### src/hdl/bde_pkg.sv
// Shared types and constants for the backward difference extrapolator.
// Used by bde_cell, backward_difference_extrapolator_core and the testbench; depends on nothing.
`timescale 1ns / 1ps

package bde_pkg;

   localparam int SAMPLE_W = 32;
   localparam int VALUE_W  = 64;

   // A difference value traveling down the chain of cells.
   typedef struct packed {
      logic               valid;
      logic               last;
      logic [VALUE_W-1:0] value;
   } bde_token_type;

   // First entry of a row, reported by the cell that opens that row.
   typedef struct packed {
      logic               valid;
      logic               last;
      logic [VALUE_W-1:0] value;
   } bde_term_type;

endpackage

### src/hdl/bde_cell.sv
// One difference cell: holds the latest entry of one row of the difference table.
// Depends on bde_pkg for the token and term types.
`timescale 1ns / 1ps

module bde_cell (
   input  logic                  clock,
   input  logic                  reset,
   input  bde_pkg::bde_token_type tok_in,
   output bde_pkg::bde_token_type tok_out,
   output bde_pkg::bde_term_type  term_out
);

   logic                         row_valid_ff, row_valid_in;
   logic [bde_pkg::VALUE_W-1:0]  held_ff, held_in;
   bde_pkg::bde_token_type       tok_ff, tok_in_next;
   bde_pkg::bde_term_type        term_ff, term_in;

   // A held row passes the difference on; an empty row opens with the entry.
   always_comb begin
      row_valid_in = row_valid_ff;
      held_in      = held_ff;
      tok_in_next  = '{valid: 1'b0, last: tok_in.last, value: tok_in.value - held_ff};
      term_in      = '{valid: 1'b0, last: tok_in.last, value: tok_in.value};
      if (tok_in.valid) begin
         held_in      = tok_in.value;
         // The final sample of a sequence leaves the row empty behind it.
         row_valid_in = !tok_in.last;
         if (row_valid_ff) begin
            tok_in_next.valid = 1'b1;
         end else begin
            term_in.valid = 1'b1;
         end
      end
   end

   // Control bits are reset; the held entry and payloads are not.
   always_ff @(posedge clock) begin
      if (reset) begin
         row_valid_ff <= 1'b0;
         tok_ff.valid <= 1'b0;
         term_ff.valid <= 1'b0;
      end else begin
         row_valid_ff <= row_valid_in;
         tok_ff.valid <= tok_in_next.valid;
         term_ff.valid <= term_in.valid;
      end
      held_ff       <= held_in;
      tok_ff.last   <= tok_in_next.last;
      tok_ff.value  <= tok_in_next.value;
      term_ff.last  <= term_in.last;
      term_ff.value <= term_in.value;
   end

   assign tok_out  = tok_ff;
   assign term_out = term_ff;

endmodule

### config.mk
export PLATFORM = sky130hd
export DESIGN_NAME = bde_cell
export DESIGN_NICKNAME = d
export VERILOG_FILES = /design/src/hdl/bde_pkg.sv /design/src/hdl/bde_cell.sv
export SDC_FILE = /design/constraint.sdc
export NUM_CORES = 1
export LEC_CHECK = 0
export ABC_AREA = 0
export ABC_CLOCK_PERIOD_IN_PS = 4000
export BUFFER_PORTS_ARGS = -buffer_cell sky130_fd_sc_hd__buf_2
export CELL_PAD_IN_SITES_DETAIL_PLACEMENT = 1
export CELL_PAD_IN_SITES_GLOBAL_PLACEMENT = 1
export CORE_ASPECT_RATIO = 1.1
export CORE_UTILIZATION = 41
export CTS_CLUSTER_DIAMETER = 40
export DETAILED_ROUTE_END_ITERATION = 10
export PLACE_DENSITY = 0.85
export SETUP_SLACK_MARGIN = 0.1
export SLEW_MARGIN = 25
export SYNTH_ARGS = -nofsm -noshare
export SYNTH_HDL_FRONTEND = slang
export SYNTH_SLANG_ARGS = --single-unit
### constraint.sdc
create_clock -name clock -period 4 [get_ports clock]
set_clock_uncertainty 0.05 [all_clocks]
set_input_delay 0.4 -clock clock [delete_from_list [all_inputs] [get_ports clock]]
set_output_delay 0.4 -clock clock [all_outputs]
set_load 0.01 [all_outputs]
==> results of run 1 <==
-- routing by layer --
metal  global-route usage [%]  up-vias
met2                     37.6      205
met5                        0        -
li1                         -     3259
met4                     8.58        0
met3                     4.52       43
met1                     23.2     3257
-- synth_stat cells, drive strengths merged, types with 6 or more instances --
master  count  share of area (%)
a21o       33                2.9
a21oi      76                4.4
a31oi       6               0.61
buf        16                1.0
clkbuf     11               0.48
dfxtp     132                 31
edfxtp     64                 22
ha         63                9.2
inv        84                3.7
nand2      53                2.3
nand3      10               0.58
nand4      24                1.8
nor2       38                1.7
nor3       17               0.99
o21a       11               0.96
o21ai      34                2.0
o21bai     14                1.2
o31ai       9               0.79
xnor2      35                3.6
xor2       26                2.7
-- kinds of logic (layout without fill, tap and decap cells) --
logic type	count (synthesis)	in the layout	synth area share (%)
AOI/OAI and AO/OA	214	214	16.5
xor gates and xnor gates	61	61	6.23
adders and majority gates	64	64	9.43
buffers and inverters	111	317	5.20
DFF	196	196	53.2
and+or+nand+nor	169	169	9.41
-- metrics by stage --
step	area, µm²	power [mW]	setup slack [ns]	hold slack [ns]
2_1_floorplan	8570	3.22	0.917	0.360
3_3_place_gp	9770	3.69	0.564	0.378
3_5_place_dp	9770	3.73	0.473	0.398
4_1_cts	10400	5.56	0.607	0.00645
5_1_grt	10400	5.76	0.435	0.00753
6_report	10400	5.51	0.627	0.0225
-- final cells by class --
class                           instances  area [µm²]  area share [%]
Inverter                               84         315            3.03
Timing Repair Buffer                  201        1010            9.71
Multi-Input combinational cell        508        3560            34.2
Clock buffer                           17         425            4.09
Tap cell                              256         320            3.08
Clock inverter                         15         210            2.02
Sequential cell                       196        4560            43.9
-- sequential cells by signal, summed over array words and instances, names as in the netlist --
name	count
row_valid_ff	1
held_ff	64
term_out	66
tok_out	65
-- path summary, 6_finish.rpt --
path	from	to	cells after the start
worst min register to register	row_valid_ff	term_out[65]	1
worst max register to register	held_ff[0]	tok_out[50]	11
worst min-delay path	tok_in[64]	term_out[64]	1
worst max-delay path	held_ff[0]	tok_out[50]	11
-- power by group --
group          total [mW]  switching (mW)  internal, mW  leakage, nW
logic                1.28           0.777         0.502         2.78
registers            2.42          0.0831          2.33         1.74
clock network        1.81           0.847         0.964        0.306
total                5.51            1.71          3.80         4.82
==> impl_metrics.py, run 1 <==
metrics = {
    "run_status": {
        "outcome": "finished, final reports clean",
    },
    "sta": {
        "relSlewSlack_pct": 56.8,
        "finalSetupViolations": 0,
        "slew_viol_final": 0,
        "rsz0062_at_grt": "false",
        "tightestPinTransition_ns": 0.642,
        "fmax_mhz": 296,
        "finalSetupTns_ns": 0,
        "final_hold_viol_count": 0,
        "min_period_ns": 3.37,
        "fin_crit_sh_pct": 84.3,
    },
    "finish": {
        "layout-drive-gt1-share_pct": 23.9,
        "final_cell_mix": "199 x buf_2, 132 x dfxtp_1, 84 x inv_1",
        "utilization_pct": 50.8,
        "fill_cells": 2336,
        "final_common_cell": "buf_2",
        "diodes": 0,
        "finalNonFillerCells": 1277,
        "layout.nets": 1140,
        "area_growth_syn_to_layout_pct": 21.4,
    },
    "job": {
        "cap_violations": 0,
    },
    "routing": {
        "topRoutingLayerUsed": "met4",
        "met2_length_mm": 11.1,
        "first_pass_iters": 5,
        "wl_met3_um": 963,
        "vias": 6764,
        "drc": 0,
        "detail_route.iter0.violations": 226,
        "drt-wirelength-per-cell_um": 17.1,
        "wl_met1_mm": 9.25,
        "totalWireLength_mm": 21.8,
        "viasPerCell": 5.30,
        "antenna_left": 0,
    },
    "power": {
        "vdd.ir_drop.worst_v": 0.000324,
        "p_leak_nw": 4.82,
        "power.density_mw_per_mm2": 529,
    },
    "critical_path": {
        "critPathArrivalTime_ns": 3.69,
        "path_buf_inv": 0,
        "cp_slowest_cell": "o41a_1",
        "required_ns": 4.31,
        "worstSetupPathType": "flip-flop to flip-flop",
        "path_max_fanout": 5,
        "cp-end-kind": "flip-flop",
        "crit_chain": "ha_1, fa_1, and2b_1, o2111ai_2, a211o_1, a31oi_4, a2bb2oi_2, o41a_1, a22o_1, o21ai_2, xor2_1",
        "cp_top_family": "compound AO/OA/AOI/OAI gates",
        "reg2reg_setup_slack_ns": 0.63,
        "crit_path_max_incr_delay_ns": 0.48,
        "startpoint_type": "flip-flop",
    },
    "die": {
        "die_h_um": 154,
        "num_rows": 55,
        "die_w_um": 140,
        "core_area_mm2": 0.0205,
        "start_util_pct": 41.8,
        "io_pins": 200,
        "floorplan.die_area_mm2": 0.0215,
    },
    "cts": {
        "clk_pin_slew_ns": 0.07,
        "root_buffer": "clkbuf_16",
        "cts_tree": "yes",
        "cts_buffers": 17,
        "clock_latency_ns": 0.44,
        "cts_resized": 0,
        "cts.hold.buffers_added": 0,
        "cts_setup_buffers": 0,
        "cts_max_level": 4,
        "clock_path_buffers": 2,
        "cts.sinks": 196,
    },
    "global_routing": {
        "overflow": 0,
        "antenna_found_initial": 0,
        "grt_pass1_wl_mm": 34.7,
        "grt_usage_pct": 20.7,
        "grt_max_degree": 48,
        "grt_pass1_vias": 6938,
    },
    "yosys": {
        "yosys_warnings": 0,
        "ys_types": 58,
        "syn_area_per_cell_um2": 10.5,
        "synth-edff-count": 64,
        "ys_seq_area_share_pct": 53.2,
        "ys.flop_type": "dfxtp_1",
        "syn_area_mm2": 0.00857,
        "synth-seq-cells": 196,
        "synth_nets": 947,
        "async_flop_share_pct": 0,
        "postSynthCellCount": 815,
    },
    "placement": {
        "dp_cells": 1245,
        "portBuffers": 199,
        "place_hpwl_mm": 16.8,
        "gp_congestion": 0.862,
    },
    "hold_path": {
        "hold_path.class": "input pin to flip-flop",
    },
}
No activity file was read; power rests on OpenSTA's default activity.
==> inputs of run 2 (changes only) <==
- ABC_CLOCK_PERIOD_IN_PS: 4000 -> 2800
- CORE_UTILIZATION: 41 -> 37
- PLACE_DENSITY: 0.85 -> 0.81
- clock period: 4 -> 2.8 ns (I/O delays scaled with it)
==> run 2 against run 1 <==
The run now ends with negative setup slack left. Global-route usage increased by 4.8 points. Sequential share of layout area is 7.5 points lower. Power rose by 56%. Clock power rose by 44%. Critical path type unchanged. Wire length rose by 43%.
==> impl_metrics.py, run 2 (same netlist as run 1, synthesis figures left out) <==
metrics = {
    "die": {
        "start_util_pct": 37.6,
        "floorplan.die_area_mm2": 0.0238,
        "core_area_mm2": 0.0228,
        "io_pins": 200,
        "die_h_um": 162,
        "die_w_um": 147,
        "num_rows": 58,
    },
    "sta": {
        "tightestPinTransition_ns": 0.717,
        "fin_crit_sh_pct": 113,
        "fmax_mhz": 316,
        "setup_ws_ns": -0.361,
        "min_period_ns": 3.16,
        "finalSetupViolations": 34,
        "relSlewSlack_pct": 51.8,
        "holdWs_ns": 0.00731,
        "final_hold_viol_count": 0,
        "finalSetupTns_ns": -6.85,
        "slew_viol_final": 0,
        "rsz0062_at_grt": "true",
    },
    "routing": {
        "vias": 7975,
        "first_pass_iters": 4,
        "antenna_left": 0,
        "detail_route.iter0.violations": 412,
        "totalWireLength_mm": 31.1,
        "viasPerCell": 5.27,
        "drc": 0,
        "drt-wirelength-per-cell_um": 20.6,
    },
    "critical_path": {
        "r2r_end": "tok_out[60]",
        "crit_chain": "ha_4, fa_2, and2b_1, o2111ai_2, a211o_1, a31oi_4, a2bb2oi_2, o41a_1, a211oi_2, o21a_1, o211ai_1",
        "r2r-start": "held_ff[0]",
        "startpoint_type": "flip-flop",
        "worstSetupPathType": "flip-flop to flip-flop",
        "path_buf_inv": 0,
        "cp-end-kind": "flip-flop",
        "ff2ff_path_depth": 11,
        "reg2reg_setup_slack_ns": -0.36,
        "cp_slowest_cell": "edfxtp_1",
        "path_max_fanout": 4,
        "crit_path_max_incr_delay_ns": 0.42,
        "critPathArrivalTime_ns": 3.44,
        "cp_top_family": "compound AO/OA/AOI/OAI gates",
        "required_ns": 3.08,
    },
    "power": {
        "p_total_mw": 8.58,
        "vdd.ir_drop.worst_v": 0.000470,
        "power.density_mw_per_mm2": 683,
        "p_leak_nw": 5.80,
    },
    "finish": {
        "layout.nets": 1333,
        "area_growth_syn_to_layout_pct": 46.6,
        "utilization_pct": 55.1,
        "fin_area_mm2": 0.0126,
        "diodes": 0,
        "largest_reg_flops": 66,
        "final_cell_mix": "199 x buf_2, 132 x dfxtp_1, 115 x buf_4",
        "layout-drive-gt1-share_pct": 36.0,
        "final_common_cell": "buf_2",
        "fill_cells": 2556,
    },
    "job": {
        "cap_violations": 0,
    },
    "global_routing": {
        "grt_usage_pct": 25.4,
        "grt_pass1_vias": 8654,
        "grt_max_degree": 30,
        "grt_pass1_wl_mm": 47.0,
        "antenna_found_initial": 0,
        "overflow": 0,
    },
    "run_status": {
        "violations": "negative setup slack",
        "outcome": "finished with violations",
    },
    "cts": {
        "clock_path_buffers": 2,
        "cts_buffers": 17,
        "cts_max_level": 4,
        "cts_tree": "yes",
        "root_buffer": "clkbuf_16",
        "clk_pin_slew_ns": 0.08,
        "cts.sinks": 196,
        "clock_latency_ns": 0.46,
    },
    "hold_path": {
        "min_to": "held_ff[29]",
        "min_from": "tok_in[29]",
        "hold_path.class": "input pin to flip-flop",
        "holdPathStages": 1,
    },
    "placement": {
        "dpl_cell_area_mm2": 0.0105,
        "gp_congestion": 0.884,
        "place_hpwl_mm": 18.9,
        "portBuffers": 199,
    },
}
[run 2: cell count changes in the layout (fill, tap and decap cells not counted), moves of 5 or more]
cell / before / now
a21oi_1: 76 / 65
a21oi_2: 0 / 9
buf_4: 2 / 115
buf_6: 0 / 12
dlygate4sd3_1: 0 / 67
ha_1: 63 / 57
o21ai_0: 28 / 18
o21ai_2: 1 / 6
o31ai_1: 9 / 3
o31ai_2: 0 / 5
[run 2: worst max path at each step]
stage / start / to / slack (ns) / cells after the start
6_report: held_ff[0] / tok_out[60] / -0.36 / 11
5_1_grt: held_ff[0] / tok_out[58] / -0.43 / 11
4_1_cts: held_ff[0] / tok_out[60] / -0.28 / 11
3_5_place_dp: tok_in[0] / tok_out[60] / -0.42 / 13
3_3_place_gp: tok_in[0] / tok_out[60] / -0.32 / 13
2_1_floorplan: held_ff[0] / tok_out[60] / -0.06 / 11
[run 2: repair_timing]
action,in CTS,in global routing
endpoints found under the setup margin,28,39
pin swaps,41,25
gates resized for setup,70,34
hold buffers,67,0
hold endpoints to repair,103,0
setup buffers,20,15
[run 2: final cells by class]
| cell class | count | area, µm² | share of cell area [%] |
|---|---|---|---|
| repair buffers | 394 | 2690 | 21.4 |
| well taps | 300 | 375 | 2.99 |
| multi-input cells | 508 | 4010 | 31.9 |
| inverters | 84 | 315 | 2.51 |
| clock inverters | 15 | 191 | 1.52 |
| flip-flops and latches | 196 | 4560 | 36.3 |
| clock buffers | 17 | 425 | 3.39 |
[run 2: stage by stage]
step | setup WS [ns] | instances
6_report | -0.361 | 1514
5_1_grt | -0.434 | 1514
4_1_cts | -0.282 | 1500
3_5_place_dp | -0.423 | 1382
3_3_place_gp | -0.316 | 1382
2_1_floorplan | -0.0566 | 815
[run 2: worst register-to-register path, stage by stage, from the launching register on]
cell	delay (ns)
edfxtp_1	0.42
ha_4	0.20
fa_2	0.34
and2b_1	0.24
o2111ai_2	0.14
a211o_1	0.35
a31oi_4	0.22
a2bb2oi_2	0.11
o41a_1	0.42
a211oi_2	0.33
o21a_1	0.15
o211ai_1	0.09
[run 2: layer usage]
metal / up-vias / global-route usage (%) / part of all wire (%)
li1: 3650 / - / -
met1: 3903 / 27.4 / 37
met2: 328 / 48.0 / 53
met3: 94 / 4.97 / 5.9
met4: 0 / 10.5 / 4.2
met5: - / 0 / 0
[run 2: where the power goes]
group | switching [mW] | internal, mW
clock | 1.37 | 1.24
sequential | 0.145 | 3.33
combinational | 1.41 | 1.09
total | 2.92 | 5.66
==> inputs of run 3 (changes only) <==
- GPL_TIMING_DRIVEN: not set -> 0
==> run 3 against run 2 <==
The flow still finishes with violations (negative setup slack). Core utilization fell by 1.2 points. Clock-buffer cell count did not move. Wire length fell by 16%. Combinational power fell by 7%. Hold slack got worse by 0.0040 ns. Critical path type unchanged. Largest power group unchanged.
==> impl_metrics.py, run 3 (same netlist as run 1, synthesis figures left out) <==
metrics = {
    "run_status": {
        "outcome": "finished with violations",
        "violations": "negative setup slack",
    },
    "global_routing": {
        "grt_pass1_wl_mm": 40.8,
        "grt_use_met3_pct": 4.89,
        "grt_use_met2_pct": 41.2,
        "grt_max_degree": 38,
        "use_met1_pct": 23.5,
        "busiest_layer": "met2",
        "grt_usage_pct": 21.8,
        "grt_pass1_vias": 8069,
        "antenna_found_initial": 1,
        "overflow": 0,
    },
    "power": {
        "vdd.ir_drop.worst_v": 0.000420,
        "power.density_mw_per_mm2": 676,
        "p_total_mw": 8.31,
        "p_leak_nw": 5.57,
    },
    "finish": {
        "multiInputGateArea_mm2": 0.00412,
        "fill_cells": 2518,
        "utilization_pct": 54.0,
        "seq_area_mm2": 0.00456,
        "fin_area_mm2": 0.0123,
        "final_common_cell": "buf_2",
        "area_growth_syn_to_layout_pct": 43.4,
        "final_cell_mix": "205 x buf_2, 132 x dfxtp_1, 80 x inv_1",
        "layout.nets": 1285,
        "largest_reg_flops": 66,
        "layout-drive-gt1-share_pct": 33.4,
    },
    "sta": {
        "min_period_ns": 3.15,
        "slew_viol_final": 0,
        "tightestPinTransition_ns": 0.688,
        "setup_ws_ns": -0.354,
        "fin_crit_sh_pct": 113,
        "relSlewSlack_pct": 53.8,
        "fmax_mhz": 317,
        "finalSetupViolations": 20,
        "rsz0062_at_grt": "true",
        "holdWs_ns": 0.00330,
        "final_hold_viol_count": 0,
    },
    "hold_path": {
        "hold_path.class": "input pin to flip-flop",
    },
    "placement": {
        "place_ws_ns": -0.650,
        "gp_congestion": 0.860,
        "dpl_cell_area_mm2": 0.00997,
        "portBuffers": 199,
        "place_hpwl_mm": 16.9,
    },
    "cts": {
        "cts_buffers": 17,
        "clock_path_buffers": 2,
        "cts_max_level": 4,
        "root_buffer": "clkbuf_16",
        "clock_latency_ns": 0.45,
        "clk_pin_slew_ns": 0.08,
        "cts.sinks": 196,
        "cts_tree": "yes",
    },
    "critical_path": {
        "critPathArrivalTime_ns": 3.42,
        "cp_slowest_cell": "o41a_1",
        "worstSetupPathType": "flip-flop to flip-flop",
        "path_max_fanout": 5,
        "cp-end-kind": "flip-flop",
        "crit_chain": "ha_2, fa_2, and2b_2, o2111ai_2, a211o_1, a31oi_4, a2bb2oi_2, o41a_1, a211oi_2, o21a_1, o211ai_1",
        "required_ns": 3.07,
        "startpoint_type": "flip-flop",
        "crit_path_max_incr_delay_ns": 0.43,
    },
    "routing": {
        "viasPerCell": 5.08,
        "antenna_left": 0,
        "drt-wirelength-per-cell_um": 17.9,
        "detail_route.iter0.violations": 271,
        "first_pass_iters": 4,
        "vias": 7453,
        "drc": 0,
        "totalWireLength_mm": 26.3,
    },
    "die": {
        "io_pins": 200,
        "core_area_mm2": 0.0228,
        "die_w_um": 147,
        "floorplan.die_area_mm2": 0.0238,
        "num_rows": 58,
        "start_util_pct": 37.6,
        "die_h_um": 162,
    },
    "job": {
        "cap_violations": 0,
    },
}
-- run 3: cell types whose count changed in the layout (fill, tap and decap cells not counted), moves of 5 or more --
cell / before / now
buf_4: 115 / 49
ha_1: 57 / 50
buf_2: 199 / 205
clkbuf_1: 0 / 6
dlygate4sd3_1: 67 / 72
ha_4: 3 / 8
-- run 3: through the flow --
step           setup TNS [ns]  cells
4_1_cts                 -2.15   1448
3_5_place_dp           -10.47   1315
6_report                -2.99   1467
5_1_grt                 -5.35   1466
2_1_floorplan         -0.0981    815
3_3_place_gp            -9.08   1314
-- run 3: cell type report --
| type | instances | share of cell area (%) |
|---|---|---|
| multi-input combinational | 508 | 33.5 |
| clock inverter | 15 | 1.60 |
| timing repair buffer | 324 | 17.5 |
| tap | 300 | 3.05 |
| buffer | 22 | 1.15 |
| antenna | 1 | 0.0204 |
| inverter | 84 | 2.56 |
| clock buffer | 17 | 3.46 |
| sequential | 196 | 37.1 |
-- run 3: critical path: cells and delay by family, from the launching register on --
kind / cells / cell delay, ns
compound gates: 8 / 1.82
simple gates: 1 / 0.24
fa+ha+maj: 2 / 0.54
flops: 1 / 0.37
-- run 3: final timing paths --
kind	to	depth (start not counted)	slack [ns]	start
max	tok_out[60]	11	-0.35	held_ff[0]
min	held_ff[27]	1	0.003	tok_in[27]
max reg2reg	tok_out[60]	11	-0.35	held_ff[0]
min reg2reg	term_out[65]	1	0.40	row_valid_ff
-- run 3: metal layers --
metal / up-vias / share of wire, %
li1: 3539 / -
met1: 3658 / 39
met2: 219 / 53
met3: 37 / 5.5
met4: 0 / 2.1
met5: - / 0
-- run 3: power breakdown --
part	leakage, nW	total, mW	switching, mW	internal [mW]
sequential	1.74	3.44	0.109	3.33
clock	0.302	2.55	1.32	1.23
combinational	3.53	2.32	1.32	1.01
-- run 3: what timing repair did --
action                                  in CTS  in global routing
endpoints found under the setup margin      29                 29
buffers inserted                            34                 18
pin swaps                                   43                 52
hold buffers                                71                  1
cloned                                       0                  0
endpoints found under the hold margin       96                  1
resized for setup                           79                 59
